[src/rtl/itrt_pkg.sv]
// shared types and constants for the integer to radix text converter
package itrt_pkg;

    // data widths
    localparam int WORD_W    = 64;
    localparam int DIV_BITS  = 8;
    localparam int DIV_STEPS = WORD_W / DIV_BITS;
    localparam int STEP_W    = $clog2(DIV_STEPS);
    localparam int DIGIT_W   = 6;
    localparam int RADIX_W   = 6;
    localparam int CHAR_W    = 7;

    // radix limits and fallback
    localparam logic [RADIX_W-1:0] RADIX_MIN     = 6'd2;
    localparam logic [RADIX_W-1:0] RADIX_MAX     = 6'd36;
    localparam logic [RADIX_W-1:0] RADIX_DEFAULT = 6'd10;

    // character mapping
    localparam logic [DIGIT_W-1:0] DIGIT_TEN       = 6'd10;
    localparam logic [CHAR_W-1:0]  CHAR_ZERO       = 7'd48;
    localparam logic [CHAR_W-1:0]  CHAR_ALPHA_BASE = 7'd87;

    // controller states
    typedef enum logic [1:0] {
        ST_IDLE,
        ST_DIV,
        ST_EMIT_RD,
        ST_EMIT_LD
    } state_t;

    // controller to datapath commands
    typedef struct packed {
        logic load;
        logic div_step;
        logic emit_read;
        logic emit_load;
    } cmd_t;

    // datapath to controller status
    typedef struct packed {
        logic step_last;
        logic quot_zero;
        logic digits_full;
        logic emit_last;
        logic out_free;
    } stat_t;

endpackage

[src/rtl/itrt_ram.sv]
// generic single write port, single read port ram with registered read
module itrt_ram #(
    parameter int WIDTH = 6,
    parameter int DEPTH = 64
) (
    input  logic                     clk,
    input  logic                     wr_en,
    input  logic [$clog2(DEPTH)-1:0] wr_addr,
    input  logic [WIDTH-1:0]         wr_data,
    input  logic                     rd_en,
    input  logic [$clog2(DEPTH)-1:0] rd_addr,
    output logic [WIDTH-1:0]         rd_data
);

    logic [WIDTH-1:0] mem [DEPTH];
    logic [WIDTH-1:0] rd_data_reg;

    // write port and registered read port
    always_ff @(posedge clk)
    begin
        if (wr_en)
        begin
            mem[wr_addr] <= wr_data;
        end
        if (rd_en)
        begin
            rd_data_reg <= mem[rd_addr];
        end
    end

    assign rd_data = rd_data_reg;

endmodule

[src/rtl/itrt_ctrl.sv]
// controller state machine: sequences division steps and character emission
module itrt_ctrl (
    input  logic           clk,
    input  logic           rst_n,
    input  logic           in_valid,
    output logic           in_ready,
    input  itrt_pkg::stat_t stat,
    output itrt_pkg::cmd_t  cmd
);

    itrt_pkg::state_t state_reg;
    itrt_pkg::state_t state_next;

    // state register
    always_ff @(posedge clk or negedge rst_n)
    begin
        if (!rst_n)
        begin
            state_reg <= itrt_pkg::ST_IDLE;
        end
        else
        begin
            state_reg <= state_next;
        end
    end

    // next state
    always_comb
    begin
        state_next = state_reg;
        unique case (state_reg)
            itrt_pkg::ST_IDLE:
            begin
                if (in_valid)
                begin
                    state_next = itrt_pkg::ST_DIV;
                end
            end
            itrt_pkg::ST_DIV:
            begin
                if (stat.step_last && (stat.quot_zero || stat.digits_full))
                begin
                    state_next = itrt_pkg::ST_EMIT_RD;
                end
            end
            itrt_pkg::ST_EMIT_RD:
            begin
                if (stat.out_free)
                begin
                    state_next = itrt_pkg::ST_EMIT_LD;
                end
            end
            itrt_pkg::ST_EMIT_LD:
            begin
                if (stat.emit_last)
                begin
                    state_next = itrt_pkg::ST_IDLE;
                end
                else
                begin
                    state_next = itrt_pkg::ST_EMIT_RD;
                end
            end
            default:
            begin
                state_next = itrt_pkg::ST_IDLE;
            end
        endcase
    end

    // outputs
    always_comb
    begin
        cmd      = '0;
        in_ready = 1'b0;
        unique case (state_reg)
            itrt_pkg::ST_IDLE:
            begin
                in_ready = 1'b1;
                cmd.load = in_valid;
            end
            itrt_pkg::ST_DIV:
            begin
                cmd.div_step = 1'b1;
            end
            itrt_pkg::ST_EMIT_RD:
            begin
                cmd.emit_read = stat.out_free;
            end
            itrt_pkg::ST_EMIT_LD:
            begin
                cmd.emit_load = 1'b1;
            end
            default:
            begin
                cmd = '0;
            end
        endcase
    end

endmodule

[src/rtl/itrt_dpath.sv]
// datapath: radix register, digit-serial divider, digit store and output register
module itrt_dpath #(
    parameter int MAX_DIGITS = 64
) (
    input  logic                           clk,
    input  logic                           rst_n,
    input  itrt_pkg::cmd_t                 cmd,
    output itrt_pkg::stat_t                stat,
    input  logic                           cfg_we,
    input  logic [itrt_pkg::RADIX_W-1:0]   cfg_radix,
    input  logic [itrt_pkg::WORD_W-1:0]    value_bits,
    input  logic                           value_is_signed,
    output logic                           out_valid,
    input  logic                           out_ready,
    output logic [itrt_pkg::CHAR_W-1:0]    char_code,
    output logic                           minus_before,
    output logic                           last_char
);

    localparam int AW = $clog2(MAX_DIGITS);
    localparam int CW = $clog2(MAX_DIGITS + 1);

    logic [itrt_pkg::RADIX_W-1:0]  radix_reg;
    logic [itrt_pkg::RADIX_W-1:0]  base_reg;
    logic [itrt_pkg::RADIX_W-1:0]  base_next;
    logic [itrt_pkg::WORD_W-1:0]   div_reg;
    logic [itrt_pkg::WORD_W-1:0]   div_next;
    logic [itrt_pkg::DIGIT_W-1:0]  rem_reg;
    logic [itrt_pkg::DIGIT_W-1:0]  rem_next;
    logic [itrt_pkg::STEP_W-1:0]   step_reg;
    logic [CW-1:0]                 count_reg;
    logic [AW-1:0]                 ptr_reg;
    logic                          neg_reg;
    logic                          first_reg;
    logic                          negative;
    logic                          digit_done;
    logic [itrt_pkg::DIGIT_W-1:0]  rd_digit;
    logic [itrt_pkg::CHAR_W-1:0]   char_next;
    logic                          out_valid_reg;
    logic [itrt_pkg::CHAR_W-1:0]   char_reg;
    logic                          minus_reg;
    logic                          last_reg;

    assign negative   = value_is_signed && value_bits[itrt_pkg::WORD_W-1];
    assign digit_done = cmd.div_step && (step_reg == itrt_pkg::STEP_W'(itrt_pkg::DIV_STEPS - 1));

    // radix register, out-of-range values fall back to decimal at load
    always_ff @(posedge clk or negedge rst_n)
    begin
        if (!rst_n)
        begin
            radix_reg <= itrt_pkg::RADIX_DEFAULT;
        end
        else if (cfg_we)
        begin
            radix_reg <= cfg_radix;
        end
    end

    always_comb
    begin
        if (radix_reg < itrt_pkg::RADIX_MIN || radix_reg > itrt_pkg::RADIX_MAX)
        begin
            base_next = itrt_pkg::RADIX_DEFAULT;
        end
        else
        begin
            base_next = radix_reg;
        end
    end

    // one divider step: eight dividend bits through a restoring remainder chain
    always_comb
    begin
        logic [itrt_pkg::DIGIT_W:0]    r;
        logic [itrt_pkg::DIV_BITS-1:0] qb;
        r  = {1'b0, rem_reg};
        qb = '0;
        for (int i = 0; i < itrt_pkg::DIV_BITS; i++)
        begin
            r = {r[itrt_pkg::DIGIT_W-1:0], div_reg[itrt_pkg::WORD_W-1-i]};
            if (r >= {1'b0, base_reg})
            begin
                r = r - {1'b0, base_reg};
                qb[itrt_pkg::DIV_BITS-1-i] = 1'b1;
            end
        end
        rem_next = r[itrt_pkg::DIGIT_W-1:0];
        div_next = {div_reg[itrt_pkg::WORD_W-itrt_pkg::DIV_BITS-1:0], qb};
    end

    // dividend/quotient shift register, remainder and operand capture
    always_ff @(posedge clk)
    begin
        if (cmd.load)
        begin
            div_reg  <= negative ? (itrt_pkg::WORD_W'(0) - value_bits) : value_bits;
            rem_reg  <= '0;
            base_reg <= base_next;
            neg_reg  <= negative;
        end
        else if (cmd.div_step)
        begin
            div_reg <= div_next;
            rem_reg <= digit_done ? '0 : rem_next;
        end
    end

    // step counter, digit count and emit pointer
    always_ff @(posedge clk or negedge rst_n)
    begin
        if (!rst_n)
        begin
            step_reg  <= '0;
            count_reg <= '0;
            ptr_reg   <= '0;
            first_reg <= 1'b0;
        end
        else if (cmd.load)
        begin
            step_reg  <= '0;
            count_reg <= '0;
            first_reg <= 1'b1;
        end
        else if (cmd.div_step)
        begin
            step_reg <= step_reg + 1'b1;
            if (digit_done)
            begin
                count_reg <= count_reg + 1'b1;
                ptr_reg   <= count_reg[AW-1:0];
            end
        end
        else if (cmd.emit_load)
        begin
            ptr_reg   <= ptr_reg - 1'b1;
            first_reg <= 1'b0;
        end
    end

    // digit store, least significant digit at address zero
    itrt_ram #(
        .WIDTH (itrt_pkg::DIGIT_W),
        .DEPTH (MAX_DIGITS)
    ) u_digits (
        .clk     (clk),
        .wr_en   (digit_done),
        .wr_addr (count_reg[AW-1:0]),
        .wr_data (rem_next),
        .rd_en   (cmd.emit_read),
        .rd_addr (ptr_reg),
        .rd_data (rd_digit)
    );

    // digit value to ascii
    always_comb
    begin
        if (rd_digit < itrt_pkg::DIGIT_TEN)
        begin
            char_next = itrt_pkg::CHAR_ZERO + {1'b0, rd_digit};
        end
        else
        begin
            char_next = itrt_pkg::CHAR_ALPHA_BASE + {1'b0, rd_digit};
        end
    end

    // output register valid flag
    always_ff @(posedge clk or negedge rst_n)
    begin
        if (!rst_n)
        begin
            out_valid_reg <= 1'b0;
        end
        else if (cmd.emit_load)
        begin
            out_valid_reg <= 1'b1;
        end
        else if (out_ready)
        begin
            out_valid_reg <= 1'b0;
        end
    end

    // output register payload
    always_ff @(posedge clk)
    begin
        if (cmd.emit_load)
        begin
            char_reg  <= char_next;
            minus_reg <= neg_reg && first_reg;
            last_reg  <= (ptr_reg == '0);
        end
    end

    assign out_valid    = out_valid_reg;
    assign char_code    = char_reg;
    assign minus_before = minus_reg;
    assign last_char    = last_reg;

    // status to controller
    assign stat.step_last   = (step_reg == itrt_pkg::STEP_W'(itrt_pkg::DIV_STEPS - 1));
    assign stat.quot_zero   = (div_next == '0);
    assign stat.digits_full = ((count_reg + 1'b1) == CW'(MAX_DIGITS));
    assign stat.emit_last   = (ptr_reg == '0);
    assign stat.out_free    = !out_valid_reg || out_ready;

endmodule

[src/rtl/integer_to_radix_text_core.sv]
// top level of the integer to radix text converter
//
//  channel  direction  signals                      contents
//  s_*      in         s_tvalid/s_tready            value_bits, value_is_signed
//  m_*      out        m_tvalid/m_tready            char_code, minus_before, last_char
//  cfg_*    in         cfg_valid/cfg_ready          radix register
//
// the divider retires eight dividend bits per cycle through a remainder chain, so
// each digit takes a full pass of the dividend, and each character costs a store
// read and an output load on the single read port.
// asynchronous active-low reset; the digit store is not cleared and needs no pass.
// a stalled m_tready holds the output register and pauses emission; s_tready is high
// only between items. cfg_ready is always high.
module integer_to_radix_text_core #(
    parameter int MAX_DIGITS = 64
) (
    input  logic        clk,
    input  logic        rst_n,
    input  logic        s_tvalid,
    output logic        s_tready,
    input  logic [63:0] s_tdata,   // [63:0] value_bits
    input  logic [0:0]  s_tuser,   // [0] value_is_signed
    output logic        m_tvalid,
    input  logic        m_tready,
    output logic [7:0]  m_tdata,   // [6:0] char_code, [7] zero
    output logic [0:0]  m_tuser,   // [0] minus_before
    output logic        m_tlast,
    input  logic        cfg_valid,
    output logic        cfg_ready,
    input  logic [5:0]  cfg_data
);

    itrt_pkg::cmd_t                cmd;
    itrt_pkg::stat_t               stat;
    logic [itrt_pkg::CHAR_W-1:0]   char_code;
    logic                          minus_before;

    // controller
    itrt_ctrl u_ctrl (
        .clk      (clk),
        .rst_n    (rst_n),
        .in_valid (s_tvalid),
        .in_ready (s_tready),
        .stat     (stat),
        .cmd      (cmd)
    );

    // datapath
    itrt_dpath #(
        .MAX_DIGITS (MAX_DIGITS)
    ) u_dpath (
        .clk             (clk),
        .rst_n           (rst_n),
        .cmd             (cmd),
        .stat            (stat),
        .cfg_we          (cfg_valid),
        .cfg_radix       (cfg_data),
        .value_bits      (s_tdata),
        .value_is_signed (s_tuser[0]),
        .out_valid       (m_tvalid),
        .out_ready       (m_tready),
        .char_code       (char_code),
        .minus_before    (minus_before),
        .last_char       (m_tlast)
    );

    // output packing
    assign m_tdata    = {1'b0, char_code};
    assign m_tuser[0] = minus_before;
    assign cfg_ready  = 1'b1;

endmodule

[config.mk]
export PLATFORM = sky130hd
export DESIGN_NAME = integer_to_radix_text_core
export DESIGN_NICKNAME = d
export VERILOG_FILES = /design/src/rtl/itrt_pkg.sv /design/src/rtl/itrt_ram.sv /design/src/rtl/itrt_ctrl.sv /design/src/rtl/itrt_dpath.sv /design/src/rtl/integer_to_radix_text_core.sv
export SDC_FILE = /design/constraint.sdc
export NUM_CORES = 1
export LEC_CHECK = 0
export BUFFER_PORTS_ARGS = -buffer_cell sky130_fd_sc_hd__buf_2
export CAP_MARGIN = 10
export CORE_MARGIN = 3
export CORE_UTILIZATION = 62
export CTS_CLUSTER_SIZE = 40
export DETAILED_ROUTE_END_ITERATION = 6
export GPL_TIMING_DRIVEN = 1
export PLACE_DENSITY = 0.82
export SETUP_SLACK_MARGIN = 0.1
export SLEW_MARGIN = 40
export SYNTH_ARGS = -nofsm -noshare
export SYNTH_HDL_FRONTEND = slang
export SYNTH_HIERARCHICAL = 1
export SYNTH_SLANG_ARGS = --single-unit
[constraint.sdc]
create_clock -name clk -period 20.9 [get_ports clk]
set_input_delay 4.18 -clock clk [delete_from_list [all_inputs] [get_ports clk]]
set_output_delay 4.18 -clock clk [all_outputs]
set_load 0.02 [all_outputs]
; ---- After elaboration in Yosys (flattened, before gate mapping)
; Memories as Yosys holds them, arrays and structs flattened. A register that Yosys moved wholly into a read port is not among the register bits.
; Cells that the tools add are included.
[totals]
regBits = 112
mem_bits_rw = 384
inputBits = 76
output_inout_bits = 13
elab_cells = 117
memories = 1
[op_classes]
n_addsub = 14
magnitude_cmp = 11
n_eq_ne = 10
muxes = 46
bitwise_logic = 1
reduce_logical = 20
[memory_table]
columns = name, words, word_bits, rd, rd_clocked_by_memory_dff, write_ports, line
row1 = u_dpath.u_digits.mem, 64, 6, 1, 1, 1, itrt_ram.sv:15  ; logic [WIDTH-1:0] mem [DEPTH];
[ops]
columns = cell, n
row1 = $mux W64, 3
row2 = $mux W6, 12
row3 = $logic_not A64 Y1, 1
row4 = $sub A1 B64 Y64 const A, 1
row5 = $ge A7 B6 Y1, 8
row6 = $sub A6 B6 Y6, 8
row7 = $mux W7, 4
row8 = $mux W1, 20
row9 = $reduce_bool A2 Y1, 5
row10 = $mux W2, 4
row11 = $pmux W2 S4, 1
row12 = $add A6 B6 Y7 const A, 1
row13 = $add A7 B1 Y7 const B, 1
row14 = $add A7 B6 Y7 const A, 1
row15 = $eq A7 B7 Y1 const B, 1
row16 = $gt A6 B6 Y1 const B, 1
row17 = $logic_not A6 Y1, 1
row18 = $lt A6 B2 Y1 const B, 1
row19 = $lt A6 B4 Y1 const B, 1
row20 = $mux W3, 2
row21 = $ne A2 B2 Y1 const B, 3
row22 = $reduce_and A3 Y1, 2
row23 = $sub A6 B1 Y6 const B, 1
row24 = $eq A2 B2 Y1 const B, 2
row25 = 10 further kinds, 17

; ---- Longest topological paths before layout
[logic_depth]
ltp_word = 21
mapped_depth = 79
mapped_depth_nobuf = 77

; ---- Hierarchy
; Netlist, hierarchy kept.
[modules_own_cells]
columns = mod, instances, cells_per_inst, area_per_inst_um2, seq_area_each_um2
row1 = itrt_ram, 1, 720, 15285.9, 11711.2
row2 = itrt_dpath, 1, 999, 9076.2, 3125.5
row3 = itrt_ctrl, 1, 14, 121.4, 50.0
row4 = integer_to_radix_text_core, 1, 4, 22.5, 0.0

; ---- Least setup slack after synthesis
; OpenSTA, ideal clock, no wires.
[synth_path]
kind = register to register
start = reg u_dpath/base_reg[1] (netlist bit)
end = mem u_dpath.u_digits.mem[0][1] (data pin)
setup_ps = 499
arrival_ps = 17141
t_required_ps = 20401
setup_slack_ps = 3260
stages_incl_launch_ff = 77
n_path_buf = 3
synth_period_minus_slack_ps = 17640
path_cell_list = edfxtp_1 > inv_1 > ha_1 > or2_4 > a21oi_1 > o21a_1 > buf_6 > mux2_2 > inv_1 > ha_1 > nand2_1 > o21ai_0 > a221oi_2 > o211ai_4 > mux2_2 > inv_1 > ha_1 > nor2b_1 > [41 not listed] > o21ai_0 > nand2b_1 > a21o_1 > a21o_1 > a211oi_1 > o31a_2 > o211ai_4 > buf_6 > a211o_1 > and2_1 > ha_1 > a21o_1 > a21o_1 > a21o_1 > a31o_2 > a21oi_2 > a21oi_2 > nor2_1
[synth_via]
elab_chain_cells = 16
elab_cells_between_ends = 24
classes_between = 8 x add/sub / 8 x order compare / 8 x mux
[synth_lines]
columns = item, line
row1 = "start, declared", itrt_dpath.sv:24  ; logic [itrt_pkg::RADIX_W-1:0] base_reg;
row2 = "start signal, assigned", itrt_dpath.sv:99  ; base_reg <= base_next;
row3 = $sub A6 B6 Y6 / $ge A7 B6 Y1 (equally long branches), "itrt_dpath.sv:84, itrt_dpath.sv:82"
row4 = $mux W6, itrt_dpath.sv:82  ; if (r >= {1'b0, base_reg})
row5 = $sub A6 B6 Y6 / $ge A7 B6 Y1 (equally long branches), "itrt_dpath.sv:84, itrt_dpath.sv:82"
row6 = $mux W6, itrt_dpath.sv:82
row7 = $sub A6 B6 Y6 / $ge A7 B6 Y1 (equally long branches), "itrt_dpath.sv:84, itrt_dpath.sv:82"
row8 = $mux W6, itrt_dpath.sv:82
row9 = $sub A6 B6 Y6 / $ge A7 B6 Y1 (equally long branches), "itrt_dpath.sv:84, itrt_dpath.sv:82"
row10 = $mux W6, itrt_dpath.sv:82
row11 = $sub A6 B6 Y6 / $ge A7 B6 Y1 (equally long branches), "itrt_dpath.sv:84, itrt_dpath.sv:82"
row12 = $mux W6, itrt_dpath.sv:82
row13 = $ge A7 B6 Y1 / $sub A6 B6 Y6 (equally long branches), "itrt_dpath.sv:82, itrt_dpath.sv:84"
row14 = $mux W6, itrt_dpath.sv:82
row15 = $ge A7 B6 Y1 / $sub A6 B6 Y6 (equally long branches), "itrt_dpath.sv:82, itrt_dpath.sv:84"
row16 = $mux W6, itrt_dpath.sv:82
row17 = $sub A6 B6 Y6 / $ge A7 B6 Y1 (equally long branches), "itrt_dpath.sv:84, itrt_dpath.sv:82"
row18 = $mux W6 (*), itrt_dpath.sv:82
row19 = net u_dpath.rem_next (one bit), itrt_dpath.sv:29  ; logic [itrt_pkg::DIGIT_W-1:0] rem_next;
row20 = "end, declared", itrt_ram.sv:15
; The timed path passes the listed nets; every way through them passes the cells marked *.

; ---- Worst setup path in the final report
[layout_path]
start = reg u_dpath/base_reg[1] (netlist bit)
end = mem u_dpath.u_digits.mem[42][3] (data pin)
[layout_via]
elab_chain_cells = 16
elab_cells_between_ends = 24
classes_between = 8 x add/sub / 8 x order compare / 8 x mux
[layout_lines]
columns = item, line
row1 = $sub A6 B6 Y6 / $ge A7 B6 Y1 (equally long branches), "itrt_dpath.sv:84, itrt_dpath.sv:82"
row2 = $mux W6, itrt_dpath.sv:82
row3 = $sub A6 B6 Y6 / $ge A7 B6 Y1 (equally long branches), "itrt_dpath.sv:84, itrt_dpath.sv:82"
row4 = $mux W6, itrt_dpath.sv:82
row5 = $sub A6 B6 Y6 / $ge A7 B6 Y1 (equally long branches), "itrt_dpath.sv:84, itrt_dpath.sv:82"
row6 = $mux W6, itrt_dpath.sv:82
row7 = $sub A6 B6 Y6 / $ge A7 B6 Y1 (equally long branches), "itrt_dpath.sv:84, itrt_dpath.sv:82"
row8 = $mux W6, itrt_dpath.sv:82
row9 = $sub A6 B6 Y6 / $ge A7 B6 Y1 (equally long branches), "itrt_dpath.sv:84, itrt_dpath.sv:82"
row10 = $mux W6, itrt_dpath.sv:82
row11 = $ge A7 B6 Y1 / $sub A6 B6 Y6 (equally long branches), "itrt_dpath.sv:82, itrt_dpath.sv:84"
row12 = $mux W6, itrt_dpath.sv:82
row13 = $sub A6 B6 Y6 / $ge A7 B6 Y1 (equally long branches), "itrt_dpath.sv:84, itrt_dpath.sv:82"
row14 = $mux W6, itrt_dpath.sv:82
row15 = $sub A6 B6 Y6 / $ge A7 B6 Y1 (equally long branches), "itrt_dpath.sv:84, itrt_dpath.sv:82"
row16 = $mux W6 (*), itrt_dpath.sv:82
row17 = net u_dpath.rem_next (one bit), itrt_dpath.sv:29
; Marks and branches as above.

==> flow_metrics.env <==
export IMPL_core_region_area_sq_um=38800
export IMPL_max_freq_mhz=51.9
export IMPL_cp_depth=71
export IMPL_dieArea_sq_um=41900
export IMPL_synth_top_area_frac=0.576
export IMPL_arrival_ns=19.52
export IMPL_place_inst=2285
export IMPL_syn_area_sq_um=24500
export IMPL_drive_gt1_frac=0.192
export IMPL_route_met3_wl_mm=6.07
export IMPL_wl_met1_mm=23.4
export IMPL_grt_pass1_wl_mm=94.2
export IMPL_hold_violations=0
export IMPL_ys_top_cells_by_count="edfxtp_1, nor2_1, a21oi_1, mux4_2, nand2_1"
export IMPL_syn_avg_cell_area_sq_um=14.1
export IMPL_synthTopCellsByArea="edfxtp_1, mux4_2, ha_1"
export IMPL_syn_nets=1879
export IMPL_grt_usage=0.296
export IMPL_path_common_cell="ha_1"
export IMPL_die_w_microns=205
export IMPL_dp_final_hpwl_mm=37.3
export IMPL_vias=16200
export IMPL_synth_edff_count=470
export IMPL_nFillCells=2487
export IMPL_fin_skew_ns=0.0207
export IMPL_seq_area_sq_um=14900
export IMPL_worstPathRequired_ns=21.17
export IMPL_n_antenna_cell=0
export IMPL_cts_resized_gates=0
export IMPL_worstHoldPathType="reg2reg"
export IMPL_rows=72
export IMPL_period_needed_ns=19.25
export IMPL_drv_slew=0
export IMPL_synthFlopType="edfxtp_1"
export IMPL_cts_root_buf="clkbuf_16"
export IMPL_drc_errors=0
export IMPL_setup_violations=0
export IMPL_synth_cell_types=99
export IMPL_worstSkewPairLatency_ns=0.58
export IMPL_htree_num_levels=2
export IMPL_wirelength_mm=62.1
export IMPL_layoutNonFillerInstCount=2371
export IMPL_max_cap_violations=0
export IMPL_dr_pass1_iters=5
export IMPL_die_y_microns=205
export IMPL_place_congestion=0.913
export IMPL_initial_core_util=0.631
export IMPL_period_share=0.921
export IMPL_ys_warn_count=6
export IMPL_top_layer_used="met4"
export IMPL_port_buffer_count=86
export IMPL_relSlewSlack=0.346
export IMPL_clock_sinks=502
export IMPL_async_flop_share=0.0518
export IMPL_cts_hold_buf=0
export IMPL_synth_cells=1737
export IMPL_synth_seq_cells=502
export IMPL_tns_ns=0
export IMPL_numCtsBuffers=49
export IMPL_clkTransAtPathRegs_ns=0.07
export IMPL_grt_max_degree=92
export IMPL_largest_reg_flops=384
export IMPL_wl_per_cell_microns=26.2
export IMPL_post_cts_buffers=0
export IMPL_synth_most_common_cell="edfxtp_1"
export IMPL_rr_worst_depth=71
export IMPL_rsz0062_at_grt="no"
export IMPL_multi_input_area_sq_um=9120
export IMPL_critical_path_class="reg2reg"
export IMPL_drtAntennaViolNets=0
export IMPL_critPathMaxFanout=64
export IMPL_route_met2_wl_mm=30.1
export IMPL_holdPathStages=1
export IMPL_status="finished, final reports clean"
export IMPL_path_delay_family="compound AO/OA/AOI/OAI gates"
export IMPL_vias_per_cell=6.82
export IMPL_io_pins=89
export IMPL_grt_pass1_vias=16000
export IMPL_yosysTopAreaCell="edfxtp_1"
export IMPL_drt_initial_drc_count=2278
export IMPL_cts_buffer_depth=3
export IMPL_area_growth_syn_to_layout_pct=10.1
export IMPL_critPathLaunchType="register"
export IMPL_end_kind="register"
export IMPL_cp_slowest_cell="edfxtp_1"
export IMPL_antenna_found_initial=0
export IMPL_cp_slowest_stage_delay_ns=0.68
export IMPL_worstMarginPinSlew_ns=0.974
export IMPL_grt_ovfl_total=0
export IMPL_crit_buf_inv=6
export IMPL_fin_nets=1961
export IMPL_ys_seq_area_frac=0.607
export IMPL_cts_tree="done"
-- final timing paths --
path                                startpoint                           to  slack, ns
hold / removal               u_dpath/first_reg            u_dpath/first_reg       0.47
setup / recovery           u_dpath/base_reg[1]  u_dpath/u_digits/mem[42][3]       1.65
max in group asynchronous                rst_n           u_dpath/ptr_reg[1]      16.84
hold reg to reg              u_dpath/first_reg            u_dpath/first_reg       0.47
setup reg to reg           u_dpath/base_reg[1]  u_dpath/u_digits/mem[42][3]       1.65
min in group asynchronous                rst_n         u_dpath/radix_reg[2]       3.61
-- worst reg2reg max path: cells and delay by family (launching register included) --
kind	cells	cell delay, ns
DFF	1	0.68
and+or+nand+nor	16	4.19
muxes	3	1.14
adders and majority gates	8	2.31
AOI/OAI and AO/OA	38	9.69
buffers and inverters	6	0.84
-- placed cells by master (no fill, tap or decap), types with 16 or more instances in the layout --
cell type,n
a21o_1,16
a21oi_1,102
buf_2,86
clkbuf_16,50
dfrtp_1,21
edfxtp_1,470
ha_1,58
inv_1,44
mux2_2,32
mux2i_1,31
mux4_2,87
nand2_1,70
nand2b_1,23
nand3_1,26
nor2_1,191
nor2b_1,25
nor3_1,32
nor4_1,26
o21ai_0,45
o22ai_1,18
xnor2_1,57
xor2_1,34
-- layout make-up --
cell class                      count  area share
Sequential cell                   502       0.552
Tap cell                          518      0.0240
Clock inverter                     28     0.00965
Multi-Input combinational cell   1119       0.338
Inverter                           47     0.00654
Timing Repair Buffer              100      0.0223
Clock buffer                       57      0.0474
-- cell families after synthesis --
logic type	share of synthesized area
buffers and inverters	0.0233
XOR/XNOR	0.0325
other	0.000306
adder cells (fa/ha/maj)	0.0361
flip-flops	0.607
AO/OA/AOI/OAI	0.0872
multiplexers	0.117
AND/OR/NAND/NOR	0.0962
-- metal layers --
layer,GRT usage,vias to the layer above
met5,0,-
met4,0.114,0
met3,0.0574,211
met2,0.480,1066
met1,0.404,7982
li1,-,6906
-- per-stage QoR --
step                      hold WS, ns  setup WS [ns]  instance area [sq um]   util
after floorplan                 0.441           3.26                  24500      -
after global placement          0.452           2.10                  25300  0.651
after detailed placement        0.459           1.88                  25400  0.654
after CTS                       0.472           1.79                  26900  0.694
after global routing            0.504          0.320                  27000  0.695
final                           0.468           1.65                  27000  0.695
Power is not shown: default switching activity piles up to over one toggle a cycle in this logic, so the estimate is an artifact.
